`src/rybrgb_pkg.sv`:
```
package rybrgb_pkg;

	localparam int CH_W            = 12;
	localparam int CORNER_W        = 3 * CH_W;
	localparam int NUM_CORNERS     = 8;
	localparam int IDX_W           = $clog2(NUM_CORNERS);
	localparam int PIX_W           = 8;
	localparam int W_BITS          = 14;
	localparam int WGT_W           = W_BITS + 1;
	localparam int FRAC_BITS_DEFAULT = 11;
	localparam logic [WGT_W-1:0] W_ONE = WGT_W'(1 << W_BITS);
	localparam longint unsigned CUBE_DEN = 64'd16581375;

	typedef struct packed {
		logic [PIX_W-1:0] red_in;
		logic [PIX_W-1:0] yellow_in;
		logic [PIX_W-1:0] blue_in;
	} pixel_in_t;

	typedef struct packed {
		logic [PIX_W-1:0] red_out;
		logic [PIX_W-1:0] green_out;
		logic [PIX_W-1:0] blue_out;
	} pixel_out_t;

	typedef logic [NUM_CORNERS-1:0][CORNER_W-1:0] corner_set_t;
	typedef logic [(1 << PIX_W)-1:0][WGT_W-1:0]   w_table_t;

	localparam corner_set_t CORNER_RESET = {
		36'd0,              // black
		36'd17179870208,    // purple
		36'd5538202,        // green
		36'd270768120,      // blue
		36'd34363932672,    // orange
		36'd34359738368,    // red
		36'd34368126976,    // yellow
		36'd34368129024     // white
	};

	// smoothstep weight, 14 fraction bits, rounded to nearest
	function automatic w_table_t build_w_table();
		w_table_t t;
		longint unsigned num;
		for (int v = 0; v < (1 << PIX_W); v++) begin
			num = 64'(v) * 64'(v) * 64'(765 - 2 * v);
			t[v] = WGT_W'((num * 64'(W_ONE) + CUBE_DEN / 2) / CUBE_DEN);
		end
		return t;
	endfunction

	localparam w_table_t W_TABLE = build_w_table();

endpackage

```
`src/rybrgb_cfg.sv`:
```
module rybrgb_cfg (
	input  logic                               clk,
	input  logic                               arst_n,
	input  logic                               cfg_write,
	input  logic [rybrgb_pkg::IDX_W-1:0]       cfg_index,
	input  logic [rybrgb_pkg::CORNER_W-1:0]    cfg_data,
	output rybrgb_pkg::corner_set_t            corners
);
	import rybrgb_pkg::*;

	corner_set_t corner_q;

	always_ff @(posedge clk or negedge arst_n) begin
		if (!arst_n) begin
			corner_q <= CORNER_RESET;
		end else if (cfg_write) begin
			corner_q[cfg_index] <= cfg_data;
		end
	end

	assign corners = corner_q;

endmodule

```
`config.mk`:
```
export PLATFORM = sky130hd
export DESIGN_NAME = rybrgb_cfg
export DESIGN_NICKNAME = d
export VERILOG_FILES = /design/src/rybrgb_pkg.sv /design/src/rybrgb_cfg.sv
export SDC_FILE = /design/constraint.sdc
export NUM_CORES = 1
export LEC_CHECK = 0
export ABC_AREA = 1
export ABC_CLOCK_PERIOD_IN_PS = 900
export BUFFER_PORTS_ARGS = -buffer_cell sky130_fd_sc_hd__buf_2
export CAP_MARGIN = 20
export CORE_ASPECT_RATIO = 0.7
export CORE_UTILIZATION = 52
export CTS_BUF_LIST = sky130_fd_sc_hd__clkbuf_8 sky130_fd_sc_hd__clkbuf_16
export DETAILED_ROUTE_END_ITERATION = 7
export GPL_TIMING_DRIVEN = 0
export PLACE_DENSITY = 0.87
export SLEW_MARGIN = 30
export SYNTH_ARGS = -nofsm -noshare
export SYNTH_HDL_FRONTEND = slang
export SYNTH_SLANG_ARGS = --single-unit
```
`constraint.sdc`:
```
create_clock -name clk -period 0.9 [get_ports clk]
set_input_delay 0.045 -clock clk [delete_from_list [all_inputs] [get_ports clk]]
set_output_delay 0.045 -clock clk [all_outputs]
set_load 0.02 [all_outputs]
```
Yosys cells after proc, flatten, opt, wreduce, memory -nomap -nowiden

Cells that the tools add are included.

Memories kept: 0
Output and inout bits: 288
Register bits: 288
Latch bits: 0
ROM bits: 0
Memory bits (writable): 0
Bits of input ports: 42

Mux-type cells: 3
Multipliers: 0
Divide/modulo/power cells: 0
Shift operators: 0
Bitwise gates (word level): 0
Reduce and logical (&&, ||, !) cells: 1
Magnitude comparators: 2
Equality and inequality tests: 0
$add $sub $neg: 0

Operators with widths:

| cell                                                                         | number |
|---|---|
| 288-bit bitwise mux                                                          | 1 |
| 36-bit demux with 3-bit select                                               | 1 |
| 36-bit two-way mux                                                           | 1 |
| 3-bit by 4-bit less-than comparator with 1-bit output, second input constant | 1 |
| 3-bit by 1-bit >= comparator with 1-bit output, second input constant        | 1 |
| 1-bit logical AND                                                            | 1 |

Depth between registers and ports, before layout

Depth after elaboration: 5
Mapped depth: 7
Gate-level depth less buffers: 5

Worst setup path before layout

Ideal clock, no wire load.

Kind: input-to-reg
Start: input cfg_write
End: register corner_q, in the netlist corners[100]
Path slack: -0.039 ns
Cell stages on the path: 7
Library setup time: 0.117 ns
Arrival: 0.822 ns
Cell sequence: inv_1 > nor2_2 > buf_2 > nand2_1 > buf_2 > nand2_1 > nand2_1

RTL lines:

| what                            | line             | text |
|---|---|---|
| from (decl)                     | rybrgb_cfg.sv:4  | `input logic cfg_write,` |
| to (signal, indexed assignment) | rybrgb_cfg.sv:17 | `corner_q[cfg_index] <= cfg_data;` |
| to (decl)                       | rybrgb_cfg.sv:11 | `corner_set_t corner_q;` |

Worst setup path after layout

Start: input cfg_index[2] in the netlist's numbering
End: register corner_q, in the netlist corners[33]

Word-level cells in the longest chain between the ends: 5
Elaborated cells between the ends (all ways): 6
Those cells by class: order compare (2); mux (3); reduce/logical (1)

Ends and longest elaborated chain:

| what                                                                                                                                                 | line             | text |
|---|---|---|
| from (decl)                                                                                                                                          | rybrgb_cfg.sv:5  | `input logic [rybrgb_pkg::IDX_W-1:0] cfg_index,` |
| 3-bit by 4-bit less-than comparator with 1-bit output (not written as such) / 3-bit by 1-bit >= comparator with 1-bit output (equally long branches) | rybrgb_cfg.sv:17 |  |
| 1-bit logical AND (not written as such)                                                                                                              | rybrgb_cfg.sv:17 |  |
| 36-bit two-way mux (not written as such)                                                                                                             | rybrgb_cfg.sv:17 |  |
| 36-bit demux with 3-bit select (*)                                                                                                                   | rybrgb_cfg.sv:17 |  |
| 288-bit bitwise mux (*)                                                                                                                              | rybrgb_cfg.sv:17 |  |

Mark *: on every way between the ends. The rest lies on a longest branch, timed or not.
A chain may end at the register's enable or synchronous reset.

==> flow_summary_export.csv <==
group,metric,value,unit
timing,period_minus_slack,1.54,ns
global_route,grt_usage,0.432,
timing,finalMaxSlewViolations,0,
placed_design,gp_congestion,0.851,
clock_tree,cts-root-buf,"clkbuf_16",
placed_design,place_hpwl,24.5,mm
logic_synthesis,synth_mux_area_frac,0,
power_and_ir_drop,powerDensity,2590,nW/um^2
timing,fmax,651,MHz
logic_synthesis,synth_most_common_cell,"nand2_1",
timing,hold_viol,190,
logic_synthesis,synth_compound_gate_area_share,0,
logic_synthesis,synthXorXnorAreaFrac,0,
die,dieArea,22300,um^2
routing,wl_per_cell,26.0,um
logic_synthesis,synth_nets,1325,
clock_tree,cts_made_buffers,27,
global_route,overflow,0,
die,core_area,21000,um^2
setup_path,cp-end-kind,"flip-flop",
routing,wl_met3,8.62,mm
die,rows,44,
logic_synthesis,synth_edf_count,0,
logic_synthesis,synthArstFlopShare,1.00,
logic_synthesis,synth_top_family_by_area,"simple AND/OR/NAND/NOR gates",
die,die_x,178,um
cells_and_area,largest_register_ffs,288,
routing,route.detailed.drc,0,
logic_synthesis,synth_top_area_cell,"dfrtp_1",
die,io-pin-count,330,
logic_synthesis,yosysSeqAreaShare,0.642,
setup_path,cp.arrival,1.98,ns
timing,grt_setup_unrepaired,"yes",
power_and_ir_drop,irDropWorstVdd,1770,uV
cells_and_area,multiInputGateArea,3700,um^2
routing,highest_layer,"met5",
routing,first_pass_iters,7,
routing,wl,55.5,mm
global_route,grt_max_degree,88,
clock_tree,htree_num_levels,1,
cells_and_area,drive_above_1_share,0.381,
cells_and_area,nets,1877,
logic_synthesis,synthTopCellsByArea,"dfrtp_1, nand2_1, dfstp_2",
setup_path,setup.worst_path.start,"cfg_index[2]",
worst_hold_path,min_path_type,"input pin to async pin",
logic_synthesis,avgSynthCellArea,8.80,um^2
setup_path,crit_fanout,10,
logic_synthesis,synth_warnings,0,
cells_and_area,final-seq-area,7250,um^2
logic_synthesis,synth_area,11300,um^2
timing,tightest_slew,0.569,ns
setup_path,cp.required,1.34,ns
logic_synthesis,synthFlopType,"dfrtp_1",
job,cap_violations,0,
die,start_util,0.538,
timing,setup_ws,-0.636,ns
placed_design,dp_worst_setup_slack,-0.713,ns
clock_tree,cts.sink_count,288,
timing,finalSetupViolations,319,
routing,dr_wl_met2,24.5,mm
logic_synthesis,synth-seq-cells,288,
routing,first_iter_violations,1879,
status,violations,"hold timing, setup timing",
logic_synthesis,synthTopCellsByCount,"nand2_1, dfrtp_1, nand3_1",
placed_design,io_buffers,293,
setup_path,crit_type,"input pin to flip-flop",
setup_path,critPathLaunchType,"input pin",
timing,clock_skew,0,ns
clock_tree,cts_tree,"yes",
cells_and_area,num-fill-cells,878,
timing,fin_hold_ws,-0.621,ns
logic_synthesis,synth-adder-area-share,0,
clock_tree,cts_buffer_depth,3,
status,status,"finished, violations left",
logic_synthesis,yosysTopAreaCellShare,0.565,
logic_synthesis,synthCells,1283,
cells_and_area,areaGrowthSynthToFinish,59.5,%
power_and_ir_drop,total_leakage_power,9.94,nW
global_route,grt_pass1_vias,12600,
clock_tree,clock_latency,0.53,ns
routing,ant_nets,0,
routing,drt-met1-wl,17.3,mm
clock_tree,postCtsHoldBufs,36,
setup_path,rr_startpoint,"corners[33]",
routing,viasPerCell,6.14,
die,fp.dieH,125,um
timing,maxSlewHeadroom,0.620,
setup_path,r2r_slack,-0.28,ns
global_route,antenna_found_initial,3,
global_route,grt_pass1_wl,72.0,mm
timing,fin_crit_sh,1.71,
clock_tree,path_clk_slew,0.09,ns
logic_synthesis,synth_simple_gate_area_share,0.312,
logic_synthesis,yosysUniqueCellTypes,13,
routing,vias,13100,
[report_power, final]
| part | internal [mW] | leakage (nW) | switching [mW] |
|---|---|---|---|
| clock | 6.95 | 0.472 | 5.50 |
| sequential | 15.6 | 3.55 | 2.40 |
| combinational | 7.71 | 5.91 | 8.55 |
[area by class of cell]
cell class | instances | share of cell area
clock buffers | 31 | 0.0406
clock inverters | 18 | 0.0105
well taps | 276 | 0.0192
inverters | 6 | 0.00125
plain buffers | 103 | 0.0299
diodes | 2 | 0.000278
repair buffers | 524 | 0.290
flip-flops and latches | 288 | 0.403
multi-input cells | 885 | 0.206
[worst paths after layout]
kind                           endpoint  depth (start not counted)
hold reg to reg            corners[159]                          2
max in group asynchronous  corners[154]                          3
setup reg to reg            corners[33]                          4
setup / recovery            corners[33]                          6
min in group clk           corners[143]                          5
hold / removal              corners[62]                          1
[per-layer routing]
layer  global-route usage  up-vias
li1                     -     5042
met2                0.676     1402
met1                0.515     6180
met3                0.136      470
met5                    0        -
met4                0.282        6
[cells by family after synthesis]
logic type / Yosys count
AND/OR/NAND/NOR: 885
flip-flops: 288
buffers and inverters: 110
[stage by stage]
stage / std cells / TNS [ns] / total power [mW] / utilization / area [um^2]
global placement: 1852 / -1609.57 / 26.1 / 0.625 / 13100
detailed placement: 1855 / -159.58 / 26.5 / 0.629 / 13200
CTS: 2039 / -67.55 / 43.1 / 0.813 / 17100
floorplan: 1283 / -2.28 / 22.5 / - / 11300
finish: 2133 / -73.54 / 46.7 / 0.858 / 18000
global route: 2132 / -77.43 / 47.7 / 0.858 / 18000
[worst max-delay path, stage by stage]
cell and delay (ns):
buf_2 0.14, nor2_1 0.26, buf_6 0.24, buf_2 0.38, nand3_1 0.48, nand2_2 0.42
[layout by cell type, fill, tap and decap left out, types with 7 or more instances in the layout]
cell type      netlist  routed
dfrtp_1            255     255
nand2_1            730     697
nand2_4              0      15
clkbuf_16            0      27
inv_1                3       8
dfstp_2             33      33
nand2_2              3      21
buf_4                0     180
clkbuf_2            30      44
buf_6                0     302
dlygate4sd3_1        0      36
nand3_1            144     144
clkinv_2             0       7
buf_2               53      51
[timing repair]
item / in CTS / in global routing
gates cloned: 0 / 0
buffers inserted: 99 / 100
pin swaps: 0 / 14
gates resized for setup: 586 / 82
hold endpoints to repair: 475 / 191
endpoints found under the setup margin: 434 / 492
No activity file was read; power rests on OpenSTA's default activity.
