`src/rybrgb_pkg.sv`:
```
package rybrgb_pkg;

	localparam int CH_W            = 12;
	localparam int CORNER_W        = 3 * CH_W;
	localparam int NUM_CORNERS     = 8;
	localparam int IDX_W           = $clog2(NUM_CORNERS);
	localparam int PIX_W           = 8;
	localparam int W_BITS          = 14;
	localparam int WGT_W           = W_BITS + 1;
	localparam int FRAC_BITS_DEFAULT = 11;
	localparam logic [WGT_W-1:0] W_ONE = WGT_W'(1 << W_BITS);
	localparam longint unsigned CUBE_DEN = 64'd16581375;

	typedef struct packed {
		logic [PIX_W-1:0] red_in;
		logic [PIX_W-1:0] yellow_in;
		logic [PIX_W-1:0] blue_in;
	} pixel_in_t;

	typedef struct packed {
		logic [PIX_W-1:0] red_out;
		logic [PIX_W-1:0] green_out;
		logic [PIX_W-1:0] blue_out;
	} pixel_out_t;

	typedef logic [NUM_CORNERS-1:0][CORNER_W-1:0] corner_set_t;
	typedef logic [(1 << PIX_W)-1:0][WGT_W-1:0]   w_table_t;

	localparam corner_set_t CORNER_RESET = {
		36'd0,              // black
		36'd17179870208,    // purple
		36'd5538202,        // green
		36'd270768120,      // blue
		36'd34363932672,    // orange
		36'd34359738368,    // red
		36'd34368126976,    // yellow
		36'd34368129024     // white
	};

	// smoothstep weight, 14 fraction bits, rounded to nearest
	function automatic w_table_t build_w_table();
		w_table_t t;
		longint unsigned num;
		for (int v = 0; v < (1 << PIX_W); v++) begin
			num = 64'(v) * 64'(v) * 64'(765 - 2 * v);
			t[v] = WGT_W'((num * 64'(W_ONE) + CUBE_DEN / 2) / CUBE_DEN);
		end
		return t;
	endfunction

	localparam w_table_t W_TABLE = build_w_table();

endpackage

```
`src/rybrgb_mix.sv`:
```
module rybrgb_mix #(
	parameter int IN_W = 12
) (
	input  logic [IN_W-1:0]                a,
	input  logic [IN_W-1:0]                c,
	input  logic [rybrgb_pkg::WGT_W-1:0]   w,
	output logic [IN_W+rybrgb_pkg::W_BITS-1:0] y
);
	import rybrgb_pkg::*;

	logic [WGT_W-1:0]      w_inv;
	logic [IN_W+WGT_W-1:0] prod_a;
	logic [IN_W+WGT_W-1:0] prod_c;
	logic [IN_W+WGT_W-1:0] sum;

	assign w_inv  = W_ONE - w;
	assign prod_a = (IN_W+WGT_W)'(a) * (IN_W+WGT_W)'(w_inv);
	assign prod_c = (IN_W+WGT_W)'(c) * (IN_W+WGT_W)'(w);
	assign sum    = prod_a + prod_c;
	assign y      = sum[IN_W+W_BITS-1:0];

endmodule

```
`config.mk`:
```
export PLATFORM = sky130hd
export DESIGN_NAME = rybrgb_mix
export DESIGN_NICKNAME = d
export VERILOG_FILES = /design/src/rybrgb_pkg.sv /design/src/rybrgb_mix.sv
export SDC_FILE = /design/constraint.sdc
export NUM_CORES = 1
export LEC_CHECK = 0
export ABC_AREA = 0
export BUFFER_PORTS_ARGS = -buffer_cell sky130_fd_sc_hd__buf_2
export CORE_AREA = 2 2 160 194
export DETAILED_ROUTE_END_ITERATION = 16
export DIE_AREA = 0 0 162 196
export SLEW_MARGIN = 30
export SYNTH_ARGS = -nofsm -noshare
export SYNTH_HDL_FRONTEND = slang
export SYNTH_SLANG_ARGS = --single-unit
```
`constraint.sdc`:
```
create_clock -name vclk -period 13.1
set_clock_uncertainty 0.1 [all_clocks]
set_input_delay 1.965 -clock vclk [all_inputs]
set_output_delay 1.965 -clock vclk [all_outputs]
set_load 0.02 [all_outputs]
```
Word-level counts from Yosys, hierarchy flattened
Cells that the tools add are included.

Output and inout port bits: 26. Logic and storage cells: 4. Bits of input ports: 39. Flip-flop bits (word level): 0.

Multipliers: 2. Add/subtract/negate cells: 2.

Operator list (count): $mul A12 B15 Y26 (2); $add A26 B26 Y26 (1); $sub A15 B15 Y15 const A (1).

Logic depth before layout (Yosys ltp)
Gate-level depths: netlist of run 1.

Depth after elaboration: 3. Gate-level depth with buffers: 31. Gate-level depth less buffers: 29.

Worst setup path before layout of run 1
Ideal clock, no wire load.

Kind: input port to output port. From: in w[0] (netlist name). To: out y[24] (netlist name). Arrival: 9241 ps. Data required time: 11035 ps. Path slack: 1794 ps. Stages: 27. Buffers on the path: 2. Path through: clkbuf_1 -> inv_1 -> ha_1 -> nor3b_2 -> nand3b_1 -> or4_1 -> xor2_1 -> clkbuf_1 -> nand2_1 -> fa_1 -> fa_1 -> fa_1 -> inv_1 -> fa_1 -> inv_1 -> fa_1 -> fa_1 -> fa_1 -> inv_1 -> ha_1 -> a21o_1 -> a21oi_1 -> a2bb2oi_4 -> o31ai_4 -> a311o_4 -> nor4b_1 -> or3_1.

Cells in the longest elaborated chain, start to end: 3. Elaborated cells on any way between the ends: 4. Classes of those cells: 2 x add/sub; 2 x mul.

RTL lines: from (decl) (line rybrgb_mix.sv:6) `input logic [rybrgb_pkg::WGT_W-1:0] w,`; $sub A15 B15 Y15 (line rybrgb_mix.sv:16) `assign w_inv = W_ONE - w;`; $mul A12 B15 Y26 (line rybrgb_mix.sv:17) `assign prod_a = (IN_W+WGT_W)'(a) * (IN_W+WGT_W)'(w_inv);`; $add A26 B26 Y26 * (line rybrgb_mix.sv:19) `assign sum = prod_a + prod_c;`; to (decl) (line rybrgb_mix.sv:7) `output logic [IN_W+rybrgb_pkg::W_BITS-1:0] y`.

Every way passes the cells marked *; elsewhere a longest branch is shown, timed or not.

Worst setup path in the final report of run 1
From: in w[1] (netlist name). To: out y[24] (netlist name).

The elaborated chain is that of the path after synthesis.

==> reports/qor.yml, run 1 <==
relSlewSlack_pct: 53.3
holdBufCountCts: 0
grt.total_usage_pct: 18.3
final_layout_size_suffix_gt1_share_pct: 6.84
final_nets: 1796
post-route-period-util_pct: 89.5
crit_arrival_ps: 9660
grt_setup_unrepaired: "false"
tightest_slew_ps: 698
std_cell_rows: 70
yosysTopAreaCell: "fa_1"
crit_path_max_fanout: 14
synth-adder-area-share_pct: 62.6
syn_area_um2: 11800
required_ps: 11030
synth.area.top_cells: "fa_1, ha_1, inv_1"
drv_cap: 0
synth_top_cell_area_share_pct: 51.4
grt_max_degree: 26
post-route-util_pct: 41.9
antenna_left: 0
netlist_top_cells_count: "inv_1, fa_1, nand2_1"
whs_path_depth: 5
chipHeight_um: 196
final_hold_viol_count: 0
initial_utilization_pct: 39.5
synthMuxAreaShare_pct: 0.0846
globalRoute.totalOverflow: 0
holdWs_ps: 4540
n_antenna_cell: 0
grt_pass1_vias: 9343
dr_total_vias: 8414
yosysWarnings: 0
fin_crit_ps: 11720
max_freq_mhz: 85.3
min_to: "y[25]"
grt_first_pass_wirelength_um: 46500
dp_worst_setup_slack_ps: 1420
core_region_area_um2: 30000
dp_hpwl_um: 24000
nClkBuffers: 0
dieArea_um2: 31800
synthSimpleGateAreaFrac_pct: 17.5
wl_um: 27600
post_drt_wl_per_cell_um: 15.9
gp_congestion: 0.808
postSynthCellCount: 1329
first_pass_iters: 4
design.seq.count: 0
postCtsSetupBuffers: 0
synth_top_family_by_area: "adder cells"
antenna_found_initial: 0
synth-compound-area-share_pct: 3.76
yosysMostFrequentCell: "inv_1"
tns_ps: 0
synth_xor_area_share_pct: 3.04
synth.avg_cell_area_um2: 8.90
drt_drc_violations_left: 0
worstSetupPathType: "in2out"
numPortBuffers: 65
n_fill_cell: 3084
slew_viol_final: 0
final-seq-area_um2: 0
synthToLayoutAreaGrowth_pct: 6.01
cp-start-kind: "primary input"
ctsResizeCount: 0
status: "finished, final reports clean"
drt_iter0_markers: 286
end_kind: "primary output"
hp-class: "in2out"
vias_per_cell: 4.83
yosysSeqAreaShare_pct: 0
synth_cell_types: 53
worst_slack_ps: 1380
dieWidth_um: 162
synth_nets: 1778
min-delay-start: "a[11]"
setup_viol: 0
ios: 65
-- layer usage --
| layer | share of wire, % | global-route usage (%) | up-vias |
|---|---|---|---|
| met4 | 4.5 | 6.33 | 0 |
| met2 | 57 | 35.8 | 156 |
| met3 | 2.6 | 0.444 | 52 |
| li1 | - | - | 3838 |
| met1 | 36 | 21.3 | 4368 |
| met5 | 0 | 0 | - |
-- final cells by class --
class	instances	area (um2)	area share [%]
Timing Repair Buffer	73	385	3.07
Multi-Input combinational cell	922	10300	82.5
Inverter	350	1310	10.5
Tap cell	396	495	3.95
-- worst max path at each step --
stage | start | end | slack [ps]
after floorplan | w[0] | y[24] | 1790
after global placement | w[1] | y[24] | 1580
after detailed placement | w[0] | y[24] | 1420
after CTS | w[0] | y[24] | 1390
after global routing | w[0] | y[23] | 910
final | w[1] | y[24] | 1380
-- worst max-delay path, cell delays in order --
cell	delay, ps
buf_2	200
inv_1	100
ha_1	200
nor3b_2	310
nand3b_1	210
or4_1	450
xor2_1	150
buf_4	210
nand2_1	90
fa_1	500
fa_1	510
fa_1	550
inv_1	50
fa_1	490
inv_1	50
fa_1	540
fa_1	440
fa_1	500
inv_1	40
ha_1	320
a21o_1	180
a21oi_1	280
a2bb2oi_4	180
o31ai_4	110
a311o_4	360
nor4b_1	150
or3_1	340
buf_2	160
-- stage by stage --
stage | area [um2] | std cells
2_1_floorplan | 11800 | 1329
3_5_place_dp | 12500 | 1741
4_1_cts | 12500 | 1741
5_1_grt | 12500 | 1741
3_3_place_gp | 12500 | 1741
6_report | 12500 | 1741
-- cell families (layout without fill, tap and decap cells) --
logic type,Yosys count,after routing
muxes,1,1
AOI/OAI and AO/OA,55,55
adders and majority gates,410,410
buffers and inverters,407,423
xor gates and xnor gates,41,41
and+or+nand+nor,415,415
-- cell usage in the layout, fill, tap and decap left out, drive strengths merged, types with 2 or more instances in the layout --
cell type	instances
a21o	8
o21ai	8
o31ai	2
or3	3
nor2b	2
and2	168
a211oi	3
and3	2
a311o	2
nand2b	2
xor2	16
nor3b	2
xnor2	25
buf	73
o21a	4
a31oi	2
nor2	16
nand2	205
a21oi	15
fa	304
ha	106
nor4	4
nand3	2
o211ai	3
nor3	3
inv	350
Power of run 1 is not shown: default switching activity piles up to over one toggle a cycle in this logic, so the estimate is an artifact.
==> run 2: changes to the inputs <==
Settings changed: CELL_PAD_IN_SITES_DETAIL_PLACEMENT set to 1, CELL_PAD_IN_SITES_GLOBAL_PLACEMENT set to 1, CORE_AREA 2 2 160 194 to 2 2 143 172, DIE_AREA 0 0 162 196 to 0 0 145 174, PLACE_DENSITY_LB_ADDON set to 0.1.
==> run 2 against run 1 <==
Critical path depth down 1. Global-route usage is 7.5 points higher. Die area shrank 21%. Final cell count fell by 4.3%. Utilization grew 11 points. First-iteration DRC count fell by 12%. Worst hold slack worse by 9.0 ps. Fmax is 0.83% lower. Final area fell by 0.82%. Critical path type unchanged. Critical endpoint unchanged. Largest cell class unchanged.
==> reports/qor.yml, run 2 (synthesis results as in run 1) <==
relSlewSlack_pct: 53.8  # +0.59 points
cp_slowest_cell: "fa_1"
required_ps: 11030  # about the same
dieWidth_um: 145  # -10%
final_hold_viol_count: 0  # unchanged
post-route-period-util_pct: 90.2  # +0.75 points
grt_setup_unrepaired: "false"
drt_iter0_markers: 252  # -12%
slew_viol_final: 0  # unchanged
n_fill_cell: 2856  # -7.4%
gp_congestion: 0.852  # +5.5%
min_to: "y[25]"
grt_pass1_vias: 10100  # +7.9%
fin_crit_ps: 11820  # +98.3 ps
crit_arrival_ps: 9760  # +100 ps
postCtsSetupBuffers: 0  # unchanged
setup_viol: 0  # unchanged
numPortBuffers: 65  # unchanged
whs_path_depth: 5  # unchanged
drt_drc_violations_left: 0  # unchanged
final_common_cell: "inv_1"
tns_ps: 0  # unchanged
design.seq.count: 0  # unchanged
cp-start-kind: "primary input"
end_kind: "primary output"
wl_um: 30800  # +11%
drv_cap: 0  # unchanged
crit_path_max_fanout: 26  # +12
status: "finished, final reports clean"
grt_max_degree: 27  # +3.8%
vias_per_cell: 5.21  # +7.8%
grt.total_usage_pct: 25.9  # +7.5 points
final_nets: 1797  # +0.056%
nClkBuffers: 0  # unchanged
holdBufCountCts: 0  # unchanged
dieArea_um2: 25200  # -21%
antenna_left: 0  # unchanged
ios: 65  # unchanged
std_cell_rows: 62  # -11%
post_drt_wl_per_cell_um: 18.5  # +16%
initial_utilization_pct: 50.0  # +11 points
mostFrequentLayoutCells: "inv_1, fa_1, nand2_1"
final_layout_size_suffix_gt1_share_pct: 6.76  # -0.079 points
antenna_found_initial: 0  # unchanged
n_antenna_cell: 0  # unchanged
min-delay-start: "a[11]"
chipHeight_um: 174  # -11%
globalRoute.totalOverflow: 0  # unchanged
worstSetupPathType: "in2out"
first_pass_iters: 6  # +2
grt_first_pass_wirelength_um: 51300  # +10%
path_common_cell: "fa_1"
tightest_slew_ps: 689  # -8.82 ps
cp_slowest_stage_delay_ps: 540  # about the same
max_freq_mhz: 84.6  # -0.83%
core_region_area_um2: 23700  # -21%
dr_total_vias: 8676  # +3.1%
hp-class: "in2out"
dp_hpwl_um: 26800  # +12%
final-seq-area_um2: 0  # unchanged
synthToLayoutAreaGrowth_pct: 5.14
ctsResizeCount: 0  # unchanged
==> run 2: cell count changes in the layout (fill, tap and decap cells not counted), sizes merged <==
cell	delta
buf	+1
==> run 2: worst max path at each step <==
stage,from,to,slack (ps),depth (start not counted)
finish,w[0],y[24],1280,27
global route,w[0],y[25],830,29
CTS,w[0],y[24],1230,26
detailed placement,w[0],y[24],1250,26
global placement,w[0],y[24],1510,28
floorplan,w[0],y[24],1790,27
==> run 2: through the flow <==
step	cells	setup WS (ps)	utilization, %	hold slack (ps)	area (um2)
after CTS	1666	1230	52.5	4540	12400
after floorplan	1329	1790	-	4150	11800
after global routing	1666	826	52.6	4590	12400
final	1666	1280	52.6	4530	12400
after detailed placement	1666	1250	52.5	4530	12400
after global placement	1666	1510	52.4	4520	12400
==> run 2: final cells by class <==
cell class | count | area, um2 | area share (%)
multi-input combinational | 922 | 10300 | 83.1
inverter | 350 | 1310 | 10.6
timing repair buffer | 74 | 393 | 3.16
tap | 320 | 400 | 3.22
==> run 2: worst max-delay path: cells and delay by family <==
kind	cells	cell delay (ps)
AND/OR/NAND/NOR	7	1780
XOR/XNOR	1	160
buffers and inverters	6	810
AO/OA/AOI/OAI	5	1130
adder cells (fa/ha/maj)	8	3900
==> run 2: metal layers <==
layer	track usage (%)	vias to the layer above	routed length, um
met1	27.7	4609	10500
met4	11.9	0	1780
met3	0.656	67	474
li1	-	3847	-
met5	0	-	0
met2	52.1	153	18000
Power of run 2 is left out for the same reason.
